## config.mk

```make
export PLATFORM = sky130hd
export DESIGN_NAME = epp_div
export DESIGN_NICKNAME = d
export VERILOG_FILES = /design/src/sv/epp_div.sv
export SDC_FILE = /design/constraint.sdc
export NUM_CORES = 2
export LEC_CHECK = 0
export BUFFER_PORTS_ARGS = -buffer_cell sky130_fd_sc_hd__buf_4
export CAP_MARGIN = 0
export CORE_MARGIN = 2
export CORE_UTILIZATION = 37
export CTS_BUF_LIST = sky130_fd_sc_hd__clkbuf_16
export CTS_CLUSTER_DIAMETER = 200
export CTS_CLUSTER_SIZE = 8
export DETAILED_ROUTE_END_ITERATION = 12
export GPL_TIMING_DRIVEN = 0
export SETUP_SLACK_MARGIN = 0.05
export SYNTH_ARGS = -nofsm -noshare
export SYNTH_HDL_FRONTEND = slang
export SYNTH_SLANG_ARGS = --single-unit
```

## constraint.sdc

```tcl
create_clock -name clk -period 4 [get_ports clk]
set_input_delay 0.6 -clock clk [delete_from_list [all_inputs] [get_ports clk]]
set_output_delay 0.6 -clock clk [all_outputs]
set_load 0.005 [all_outputs]
```

## src/sv/epp_div.sv

```systemverilog
`default_nettype none

module epp_div #(
	parameter int NUM_W = 48,
	parameter int DEN_W = 32,
	parameter int Q_W = 17
) (
	input logic clk,
	input logic en,
	input logic [NUM_W-1:0] num,
	input logic [DEN_W-1:0] den,
	output logic [Q_W-1:0] quo
);

	localparam int TW = (NUM_W > DEN_W + Q_W) ? NUM_W : DEN_W + Q_W;

	logic [TW-1:0] rem_sn [Q_W];
	logic [DEN_W-1:0] den_sn [Q_W];
	logic [Q_W-1:0] quo_sn [Q_W];

	for (genvar k = 0; k < Q_W; k++) begin : g_step
		logic [TW-1:0] src_rem;
		logic [DEN_W-1:0] src_den;
		logic [Q_W-1:0] src_quo;
		logic [TW-1:0] trial;
		logic [TW-1:0] nxt_rem;
		logic [Q_W-1:0] nxt_quo;

		if (k == 0) begin : g_first
			assign src_rem = TW'(num);
			assign src_den = den;
			assign src_quo = '0;
		end else begin : g_next
			assign src_rem = rem_sn[k-1];
			assign src_den = den_sn[k-1];
			assign src_quo = quo_sn[k-1];
		end

		always_comb begin
			trial = TW'(src_den) << (Q_W - 1 - k);
			nxt_rem = src_rem;
			nxt_quo = src_quo;
			if (src_rem >= trial) begin
				nxt_rem = src_rem - trial;
				nxt_quo[Q_W-1-k] = 1'b1;
			end
		end

		always_ff @(posedge clk) begin
			if (en) begin
				rem_sn[k] <= nxt_rem;
				den_sn[k] <= src_den;
				quo_sn[k] <= nxt_quo;
			end
		end
	end

	assign quo = quo_sn[Q_W-1];

endmodule

`default_nettype wire

```

# After elaboration in Yosys (flattened, before gate mapping)

Memory sizes are Yosys's and may differ from the RTL's.
Index checks and enable logic that the tools add are counted.

Bits in registers: 0
Latch bits: 0
RAM bits: 1666
Memory bits (read-only): 0
Memories kept: 3

Memories:

| memory | words | bits a word | read ports | clocked after memory_dff | write ports | RTL line | text |
|---|---|---|---|---|---|---|---|
| rem_sn | 17    | 49          | 16         | 0                        | 17          | 17       | `logic [TW-1:0] rem_sn [Q_W];` |
| den_sn | 17    | 32          | 16         | 0                        | 17          | 18       | `logic [DEN_W-1:0] den_sn [Q_W];` |
| quo_sn | 17    | 17          | 17         | 0                        | 17          | 19       | `logic [Q_W-1:0] quo_sn [Q_W];` |

$add $sub $neg: 17
Multipliers: 0
Div/mod/pow operators: 0
Magnitude comparators: 17
Equal/unequal tests: 0
Shifts and indexed selects: 0
Multiplexer cells: 36
Bitwise gates (word level): 0
Reductions and logical operators: 0

Operators by type and width:

| cell                                             | number |
|---|---|
| 49-bit 2-to-1 mux                                | 17 |
| 49-bit by 32-bit >= comparator with 1-bit output | 1 |
| 49-bit by 33-bit >= comparator with 1-bit output | 1 |
| 49-bit by 34-bit >= comparator with 1-bit output | 1 |
| 49-bit by 35-bit >= comparator with 1-bit output | 1 |
| 49-bit by 36-bit >= comparator with 1-bit output | 1 |
| 49-bit by 37-bit >= comparator with 1-bit output | 1 |
| 49-bit by 38-bit >= comparator with 1-bit output | 1 |
| 49-bit by 39-bit >= comparator with 1-bit output | 1 |
| 49-bit by 40-bit >= comparator with 1-bit output | 1 |
| 49-bit by 41-bit >= comparator with 1-bit output | 1 |
| 49-bit by 42-bit >= comparator with 1-bit output | 1 |
| 49-bit by 43-bit >= comparator with 1-bit output | 1 |
| 49-bit by 44-bit >= comparator with 1-bit output | 1 |
| 49-bit by 45-bit >= comparator with 1-bit output | 1 |
| 49-bit by 46-bit >= comparator with 1-bit output | 1 |
| 49-bit by 47-bit >= comparator with 1-bit output | 1 |
| 48-bit by 48-bit subtractor with 49-bit output   | 1 |
| 49-bit by 32-bit subtractor with 49-bit output   | 1 |
| 49-bit by 33-bit subtractor with 49-bit output   | 1 |
| 49-bit by 34-bit subtractor with 49-bit output   | 1 |
| 49-bit by 35-bit subtractor with 49-bit output   | 1 |
| 49-bit by 36-bit subtractor with 49-bit output   | 1 |
| 49-bit by 37-bit subtractor with 49-bit output   | 1 |
| other kinds (12)                                 | 30 |

# Depth between registers and ports, before layout

An unclocked memory read counts as a cell.

Depth after elaboration: 3
Mapped depth: 15

# Worst setup path before layout

OpenSTA, ideal clock, no wires.

Path type: reg-to-reg
From: memory den_sn[4][0], in the netlist den_sn[0][128]
To: memory rem_sn[0][274] (netlist name) (data pin)
Setup time: 0.270 ns
Arrival: 3.281 ns
Required time: 3.730 ns
Setup slack: 0.449 ns
Cell stages (with the launch flop): 13
Cells stage by stage: edfxtp_1 -> ha_1 -> fa_1 -> nor2b_1 -> o31ai_1 -> a211oi_1 -> a31oi_1 -> o21bai_1 -> o21ai_0 -> o41ai_1 -> clkbuf_1 -> buf_1 -> a21oi_1

RTL lines:

| item        | RTL line |
|---|---|
| from (decl) | 18 |
| to (decl)   | 17 |

==> results.tsv <==
metric	value	unit
Final Max Slew Viols	0	
CTS tree	built	
htree depth	4	
Finished Cell Area	94410	um^2
leading cell type in the layout, fill and taps excluded	edfxtp_1	
endpoint class of the critical path	flop	
first-pass GRT wire length	330700	um
Synth Instances	7482	
CTS sink cnt	1449	
area share of the largest cell type after synthesis	53.25	%
RePlAce Congestion	0.9694	
Crit path arrival time	4.55	ns
Vias/cell	5.268	
Starting Density	37.22	%
Post-DP Area	86370	um^2
Hold/Removal Path Class	in2reg	
DRC Markers	0	
Slew @ Worst Pin	1.420	ns
Worst setup SP type	flop	
CTS buffer count	199	
vias in the first global route	59440	
number of synthesized flops with an enable pin	1449	
relative slew slack	4.324	%
Synth Flop Type	edfxtp_1	
Cell Count, Final, Fillers Out	10780	
final hold slack	0.07038	ns
crit path max fanout	6	
area growth from synthesis to layout	15.55	%
Rows	172	
peak supply drop	0.3635	mV
Die Wd	473.9	um
final net count	8524	
Final period util	99.43	%
commonest non-fill, non-tap cells in the layout	edfxtp_1 (1449), inv_1 (688), nand2_1 (611)	
Routed Antenna Nets	0	
clk_lat worst skew	0.84	ns
die height	473.9	um
CP Capture Point	rem_sn[0][83]	
FF+latch count, synth	1449	
number of max-cap violations	0	
drt wl/cell	20.09	um
Die Area	224600	um^2
post-synthesis async set-or-reset flop share	0	%
cell area after synthesis	81700	um^2
outcome	finished, final reports clean	
CTS max path bufs	3	
initial antenna violation count	3	
FF+latch area	43510	um^2
Tmin final	3.977	ns
Flop pwr share	35.6	%
sequential fraction of the synthesis area	53.25	%
Root Driver	clkbuf_16	
cells on worst reg2reg path	8	
first-pass iteration count of the detailed router	6	
Clock transition at path regs	0.05	ns
Int Pwr	42.46	mW
Net Sw Frac	37.12	%
clock share of power	22.3	%
top cells by area, synth	edfxtp_1 (53%), ha_1 (8.3%), a21oi_1 (3.8%)	
overall power	67.53	mW
pre-CTS WS	-2.476	ns
reg-to-reg endpoint	rem_sn[0][83]	
FMAX	251.4	MHz
Syn. warnings	0	
Final Util	43.01	%
GRT Residual Overflow	0	
Hold Vio Cnt, Final	0	
Reg-to-Reg Start	rem_sn[0][23]	
input/output buffers	98	
via count	56780	
Critical Path Start	rem_sn[0][23]	
IO Pins	99	
Clock Skews	0.04746	ns
gr usage total	19.04	%
leakage	37.00	nW
initial drt markers	3314	
worst setup margin	0.02293	ns
Synth area leader	edfxtp_1	
number of instances in the placed design	10470	
unrepaired setup endpoints after global routing	yes	
syn_area_per_cell	10.92	um^2
Synth Net Count	8124	
Comb power frac	42.0	%
distinct cell type count after synthesis	86	
share of cells above drive strength 1	9.929	%
Final setup viols	0	
Worst EP required	4.57	ns
largest net degree at the start of global routing	162	
core area	219500	um^2
final WL	216500	um
dpl hpwl	166700	um
power density cells	715.2	nW/um^2
Reg2Reg Setup Slack	0.02	ns
Total Neg Setup Slack	0	ns
area of the multi-input gates	36170	um^2
number of fill cells	20340	
P_sw	25.07	mW
critical setup path kind	reg2reg	
-- sequential cells by signal (all words and copies together) (netlist names) --
name and cells:
den_sn 512, quo_sn 153, rem_sn 784
-- layer usage --
| metal | part of all wire [%] | track usage [%] | vias up |
|---|---|---|---|
| li1 | - | - | 28200 |
| met1 | 33 | 16.82 | 26700 |
| met2 | 55 | 38.12 | 1252 |
| met3 | 2.8 | 2.507 | 622 |
| met4 | 8.9 | 14.80 | 0 |
| met5 | 0 | 0 | - |
-- critical path: stages (launching register included) --
cell,delay (ns)
edfxtp_1,0.39
ha_1,0.43
nand4_1,0.32
o31ai_1,0.65
a41oi_2,0.30
o21ai_0,1.15
a31oi_1,0.22
xor2_1,0.17
o21ai_0,0.09
-- area by class of cell --
type	count	share of cell area [%]
flip-flops and latches	1449	46.09
multi-input cells	5132	38.31
clock buffers	199	5.274
well taps	2871	3.805
inverters	689	2.743
repair buffers	221	2.301
plain buffers	190	1.038
clock inverters	16	0.4188
diodes	10	0.02650
-- worst min-delay path by stage --
stage	slack, ns	endpoint	cells after the start	start
final	0.07	rem_sn[0][25]	3	num[25]
after global routing	0.04	rem_sn[0][31]	3	num[31]
after CTS	0.001	rem_sn[0][23]	3	num[23]
after global placement	0.40	quo_sn[1][97]	0	quo_sn[1][80]
after detailed placement	0.40	quo_sn[1][112]	0	quo_sn[1][95]
after floorplan	0.40	quo_sn[0][100]	0	quo_sn[0][83]
-- repair_timing --
action,in CTS,in global routing
setup buffers,20,34
hold buffers,48,0
pin swaps,29,32
resized for setup,267,136
hold endpoints to repair,48,0
cloned,7,0
setup endpoints to repair,1158,464
-- synth_stat cells, drive strengths merged, types with 18 or more instances --
cell type / number
edfxtp: 1449
inv: 688
nand2: 615
a21oi: 613
o21ai: 563
ha: 544
nor2: 425
xnor2: 313
a21o: 287
xor2: 270
clkbuf: 192
nor3: 130
nand3: 126
nand4: 111
mux2: 84
nand2b: 76
nor2b: 75
nor4: 72
o21bai: 68
a31oi: 64
o21a: 61
and3: 59
a211oi: 49
o31ai: 42
or3: 38
and2: 33
or4: 31
o211ai: 24
or2: 22
buf: 20
and4: 19
a221oi: 18
a31o: 18
-- cells by family after synthesis --
| family | synth area share [%] |
|---|---|
| mux | 1.225 |
| flops | 53.25 |
| simple gates | 11.24 |
| fa+ha+maj | 8.723 |
| compound gates | 15.12 |
| buf+inv | 4.182 |
| xor+xnor | 6.250 |
-- power groups by stage --
stage | clock network, mW | registers [mW] | logic [mW]
floorplan | 0 | 23.4 | 20.2
global placement | 0 | 24.6 | 26.5
detailed placement | 0 | 24.3 | 26.8
CTS | 15.6 | 24.0 | 27.6
global route | 16.1 | 24.4 | 31.4
finish | 15.1 | 24.1 | 28.4
(Power assumes the default switching activity.)
