<file path="src/sv/epp_isqrt.sv">
`default_nettype none

module epp_isqrt #(
	parameter int IN_W = 61
) (
	input logic clk,
	input logic en,
	input logic [IN_W-1:0] rad,
	output logic [(IN_W+1)/2-1:0] root
);

	localparam int RT_W = (IN_W + 1) / 2;
	localparam int RW = IN_W + 1;

	logic [RW-1:0] rem_sn [RT_W];
	logic [RW-1:0] acc_sn [RT_W];

	for (genvar k = 0; k < RT_W; k++) begin : g_step
		logic [RW-1:0] src_rem;
		logic [RW-1:0] src_acc;
		logic [RW-1:0] trial;
		logic [RW-1:0] nxt_rem;
		logic [RW-1:0] nxt_acc;
		localparam logic [RW-1:0] BIT = RW'(1) << (2 * (RT_W - 1 - k));

		if (k == 0) begin : g_first
			assign src_rem = RW'(rad);
			assign src_acc = '0;
		end else begin : g_next
			assign src_rem = rem_sn[k-1];
			assign src_acc = acc_sn[k-1];
		end

		always_comb begin
			trial = src_acc + BIT;
			if (src_rem >= trial) begin
				nxt_rem = src_rem - trial;
				nxt_acc = (src_acc >> 1) + BIT;
			end else begin
				nxt_rem = src_rem;
				nxt_acc = src_acc >> 1;
			end
		end

		always_ff @(posedge clk) begin
			if (en) begin
				rem_sn[k] <= nxt_rem;
				acc_sn[k] <= nxt_acc;
			end
		end
	end

	assign root = RT_W'(acc_sn[RT_W-1]);

endmodule

`default_nettype wire

</file>
<file path="config.mk">
export PLATFORM = sky130hd
export DESIGN_NAME = epp_isqrt
export DESIGN_NICKNAME = d
export VERILOG_FILES = /design/src/sv/epp_isqrt.sv
export SDC_FILE = /design/constraint.sdc
export NUM_CORES = 2
export LEC_CHECK = 0
export BUFFER_PORTS_ARGS = -buffer_cell sky130_fd_sc_hd__buf_2
export CORE_ASPECT_RATIO = 0.7
export CORE_MARGIN = 1.5
export CORE_UTILIZATION = 30
export DETAILED_ROUTE_END_ITERATION = 10
export HOLD_SLACK_MARGIN = 0.05
export MAX_ROUTING_LAYER = met4
export PLACE_DENSITY = 0.45
export RECOVER_POWER = 50
export SETUP_SLACK_MARGIN = 0.4
export SKIP_LAST_GASP = 1
export SLEW_MARGIN = 10
export SYNTH_ARGS = -nofsm -noshare
export SYNTH_HDL_FRONTEND = slang
export SYNTH_SLANG_ARGS = --single-unit
</file>
<file path="constraint.sdc">
create_clock -name clk -period 4.35 [get_ports clk]
set_clock_uncertainty 0.05 [all_clocks]
set_input_delay 0.87 -clock clk [delete_from_list [all_inputs] [get_ports clk]]
set_output_delay 0.87 -clock clk [all_outputs]
set_load 0.005 [all_outputs]
</file>
[Word-level counts from Yosys, hierarchy flattened]
Memory sizes are Yosys's and may differ from the RTL's.
Cells that the tools add are included.
Word-level totals
  bits in registers: 0
  latch bits: 0
  bits in writable memories: 3844
  bits in read-only memories: 0
  bits of input ports: 63
  output and inout port bits: 31
  word-level logic and storage cells: 188
  memories kept: 2
Memories
  acc_sn: words 31, bits a word 62, read ports 31, clocked after Yosys merged registers in 0, wr ports 31, line 16  | logic [RW-1:0] acc_sn [RT_W];
  rem_sn: words 31, bits a word 62, read ports 30, clocked after Yosys merged registers in 0, wr ports 31, line 15  | logic [RW-1:0] rem_sn [RT_W];
Operators by class
  $add $sub $neg: 91
  multiply operators: 0
  div/mod/pow operators: 0
  $lt $le $gt $ge: 31
  eq/ne operators: 0
  shifts and indexed selects: 0
  multiplexer cells: 64
  bitwise logic cells: 0
  reduce and logical (&&, ||, !) cells: 0
Operators with widths (number)
  62-bit two-way mux: 61
  62-bit >= comparator: 30
  62-bit subtractor: 30
  61-bit by 1-bit adder with 62-bit output, second input constant: 1
  61-bit by 11-bit adder with 62-bit output, second input constant: 1
  61-bit by 13-bit adder with 62-bit output, second input constant: 1
  61-bit by 15-bit adder with 62-bit output, second input constant: 1
  61-bit by 17-bit adder with 62-bit output, second input constant: 1
  61-bit by 19-bit adder with 62-bit output, second input constant: 1
  61-bit by 21-bit adder with 62-bit output, second input constant: 1
  61-bit by 23-bit adder with 62-bit output, second input constant: 1
  61-bit by 25-bit adder with 62-bit output, second input constant: 1
  61-bit by 27-bit adder with 62-bit output, second input constant: 1
  61-bit by 29-bit adder with 62-bit output, second input constant: 1
  61-bit by 3-bit adder with 62-bit output, second input constant: 1
  61-bit by 31-bit adder with 62-bit output, second input constant: 1
  61-bit by 33-bit adder with 62-bit output, second input constant: 1
  61-bit by 35-bit adder with 62-bit output, second input constant: 1
  61-bit by 37-bit adder with 62-bit output, second input constant: 1
  61-bit by 39-bit adder with 62-bit output, second input constant: 1
  61-bit by 41-bit adder with 62-bit output, second input constant: 1
  61-bit by 43-bit adder with 62-bit output, second input constant: 1
  61-bit by 45-bit adder with 62-bit output, second input constant: 1
  61-bit by 47-bit adder with 62-bit output, second input constant: 1
  other kinds (43): 44

[Logic depth before layout (Yosys ltp)]
An unclocked memory read counts as a cell.
  depth after elaboration: 4
  gate-level depth with buffers: 14
  mapped depth without buffers: 12

[Least setup slack after synthesis]
OpenSTA, ideal clock, no wires.
  path type: reg2reg
  start point: memory rem_sn[0][854] (netlist name)
  end point: memory rem_sn[0][913] (netlist name) (data pin)
  setup time: 0.258 ns
  data arrival time: 3.253 ns
  data required time: 4.042 ns
  slack: 0.789 ns
  stages on the path, launching flop included: 13
  path buffers: 3
  period minus slack after synthesis: 3.561 ns
  cell sequence: edfxtp_1 buf_6 or4_4 or3_4 or4_4 or3_4 or3_4 nor3_2 a21bo_1 buf_6 buf_2 nor2_1 a21oi_1
RTL lines (line)
  start, declared: 15

==> summary.txt <==
Routing
  – Final antenna-violating net count: 0
  – Initial DRC count: 9165
  – DR pass1 iterations: 6
  – Post-route DRC: 0
  – Post-Route WL: ~340 mm
  – Vias: 75349
  – Detail-routed via count per cell: 5.11
  – Drt wl/cell: 23.2 µm

Placed design
  – Place WS: -8.40 ps
  – Placed cell areas: approximately 120000 µm²
  – Dpl hpwl: 260 mm
  – Port buffer count: 93
  – Placed insts: about 14000
  – Final Wtd Congestion: approximately 0.98

Critical path
  – Crit path cell chain: or3_1 > or3_1 > or4_1 > nor2_1 > nand2_1 > nor3_2 > buf_4 > o21ai_0 > buf_4
  – Reg-to-reg startpoint: rem_sn[1][177]
  – CP arrival: approximately 4500 ps
  – Data required, critical path: just under 5000 ps
  – Crit Path Class: reg -> reg
  – Slowest cell on crit path: edfxtp_1
  – Crit-path max FO: 31
  – CP Capture Type: register
  – Reg-to-Reg End: rem_sn[1][218]
  – Max stage delay on crit path: approximately 610 ps
  – R2R Setup Slk: between 400 and 500 ps
  – R2R depth: 9
  – CP Launch Type: register

CTS
  – CTS Buf Count: roughly 270
  – CTS tree: built
  – Clock Latency Late Sink: ~900 ps
  – CTS root buf: clkbuf_16
  – # clock sinks: roughly 2400
  – H-tree depth: 5
  – Max clock buf depth: 4
  – Worst-path clk slew: roughly 60 ps

Global routing
  – Vias in the first global route: roughly 69000
  – Initial antenna violation count: 27
  – Largest net degree at the start of global routing: between 150 and 200
  – Global-route wire length before repair: approximately 500 mm
  – Gr usage total: around 18%
  – GRT overflow: 0

Layout
  – P&R area growth vs syn: 15.6%
  – Fillers: roughly 36000
  – Final Cell Area: roughly 130000 µm²
  – Layout cells sized above 1: 10.5%
  – Core Util, Final: about a third
  – # nets final: about 10000
  – Non-filler cells, final: ~15000

Synthesis
  – Main flop type after synthesis: edfxtp_1
  – FF+latch count, synth: approximately 2400
  – YS warnings: 0
  – Synth top area share: a little over 60%
  – Cell taking the most area after synthesis: edfxtp_1
  – Sequential element share of the synthesized area: a little over 60%
  – Ranking of synthesized cells by area: edfxtp_1 (62%), ha_1 (5.8%), xnor2_1 (3.4%), xor2_1 (3.1%), a21oi_1 (2.7%)
  – Syn Area/Cell: between 10 and 15 µm²
  – Mapped Area: 114000 µm²
  – Most common cell in the synthesized netlist: edfxtp_1
  – Post-synth EDFFs: 2356
  – Unique masters post-synth: 86
  – Ys async rst share: 0%
  – Cells after Synth: around 9000
  – Top post-synthesis cells by count: edfxtp_1 (2356), inv_1 (637), nor2_1 (628)

Power
  – Pwr dens: between 500 and 600 nW/µm²
  – NetSw: approximately 22 mW
  – Leakage dissipation: 48.5 nW
  – VDD IR max: approximately 0.00024 V
  – Logic pwr share: ~23%
  – Clock Power Share: between 30% and 40%
  – Pwr Total: roughly 70 mW
  – Int Pwr: between 40 and 50 mW
  – Sw frac: a little under a third
  – Sequential power share: between 40% and 50%

Min path
  – Hold Path Class: in -> reg
  – Hold Startpoint: rad[49]
  – Min-Delay Endpoint: rem_sn[0][49]
  – Hold Path Stages: 1

Timing
  – Slew @ Worst Pin: between 2000 and 3000 ps
  – Tmin final: just under 4000 ps
  – Fin Setup TNS: 0 ps
  – Fmax: roughly 0.26 GHz
  – WHS: about 130 ps
  – Endpoints failing hold: 0
  – Tcrit/Tclk final: between 80% and 90%
  – Rel. slew slack: -76.6%
  – Final WS setup: between 400 and 500 ps
  – RSZ-0062 raised after global routing: yes
  – Final slew viol count: ~1100
  – Final setup viols: 0

Floorplanning
  – Core area: ~380000 µm²
  – I/O Pins: 94
  – Starting Density: a little under a third
  – Die Wd: ~740 µm
  – Row count: roughly 190
  – Die area: about 380000 µm²
  – Die Ht: around 520 µm

Outcome
  – Failing checks: capacitance limit, slew limit
  – Outcome: finished with violations

Flow run
  – Max-cap violations: 15
==> critical path: cells and delay by family, from the launching register on <==
| family | cells | cell delay, ps |
|---|---|---|
| buffers and inverters | 2 | 650 |
| flip-flops | 1 | 610 |
| AND/OR/NAND/NOR | 6 | 1880 |
| AO/OA/AOI/OAI | 1 | 450 |
==> layer usage <==
metal	vias to the layer above	share of wire (%)	global-route usage [%]
met1	37231	56	30.9
met4	0	1.8	3.28
met2	2925	32	18.5
met3	375	10	5.35
met5	-	0	-
li1	34818	-	-
==> final cells by class <==
type                       instances  area (µm²)  share of cell area [%]
antenna                           13        32.5                  0.0248
clock buffer                     314        6960                    5.31
clock inverter                   150        1540                    1.18
inverter                         638        2390                    1.83
multi-input combinational       5826       40100                    30.6
sequential                      2356       70700                    53.9
tap                             5035        6300                    4.80
timing repair buffer             409        3090                    2.35
==> cell families (layout without fill, tap and decap cells) <==
| kind of cell | count (synthesis) | in the layout | share of synthesized area [%] |
|---|---|---|---|
| DFF | 2356 | 2356 | 62.3 |
| AOI/OAI and AO/OA | 1711 | 1711 | 9.36 |
| xor gates and xnor gates | 831 | 831 | 6.41 |
| and+or+nand+nor | 2663 | 2664 | 12.2 |
| adders and majority gates | 523 | 523 | 5.77 |
| muxes | 95 | 95 | 0.933 |
| buffers and inverters | 870 | 1511 | 3.02 |
| other | 1 | 15 | 0.00330 |
==> sequential cells by signal (all words and copies together), names as in the netlist <==
signal  count
acc_sn    496
rem_sn   1860
==> timing repair <==
item                       CTS  global route
gates cloned                 0             1
hold buffers                15             0
setup endpoints to repair  159           287
resized for setup           29           118
pin swaps                   10            29
buffers inserted             6            28
hold endpoints to repair    15             0
==> worst max-delay path by stage <==
| stage | startpoint | end | slack (ps) |
|---|---|---|---|
| floorplan | rem_sn[0][854] | rem_sn[0][913] | 790 |
| global placement | acc_sn[1][89] | rem_sn[1][176] | -50 |
| detailed placement | acc_sn[1][218] | rem_sn[1][292] | -8 |
| CTS | rem_sn[1][753] | rem_sn[1][856] | 400 |
| global route | en | rem_sn[1][222] | 270 |
| finish | rem_sn[1][177] | rem_sn[1][218] | 440 |
==> layout by cell type (no fill, tap or decap), types with 272 or more instances in the layout <==
master	synthesis	routed
nor2_1	628	622
edfxtp_1	2356	2356
xor2_1	396	390
ha_1	523	508
clkbuf_16	0	272
a21oi_1	623	615
nand2_1	512	511
inv_1	637	636
nor4_1	313	290
xnor2_1	435	431
o21ai_0	361	353
==> power groups by stage <==
stage	registers (mW)	clock network (mW)	logic, mW
after floorplan	30.5	0	10.2
after global placement	31.8	0	15.0
after detailed placement	31.8	0	15.1
after CTS	31.4	23.3	15.3
after global routing	31.8	24.0	17.2
final	31.5	22.5	15.8
Note: power is estimated with default switching activity, not from simulation.
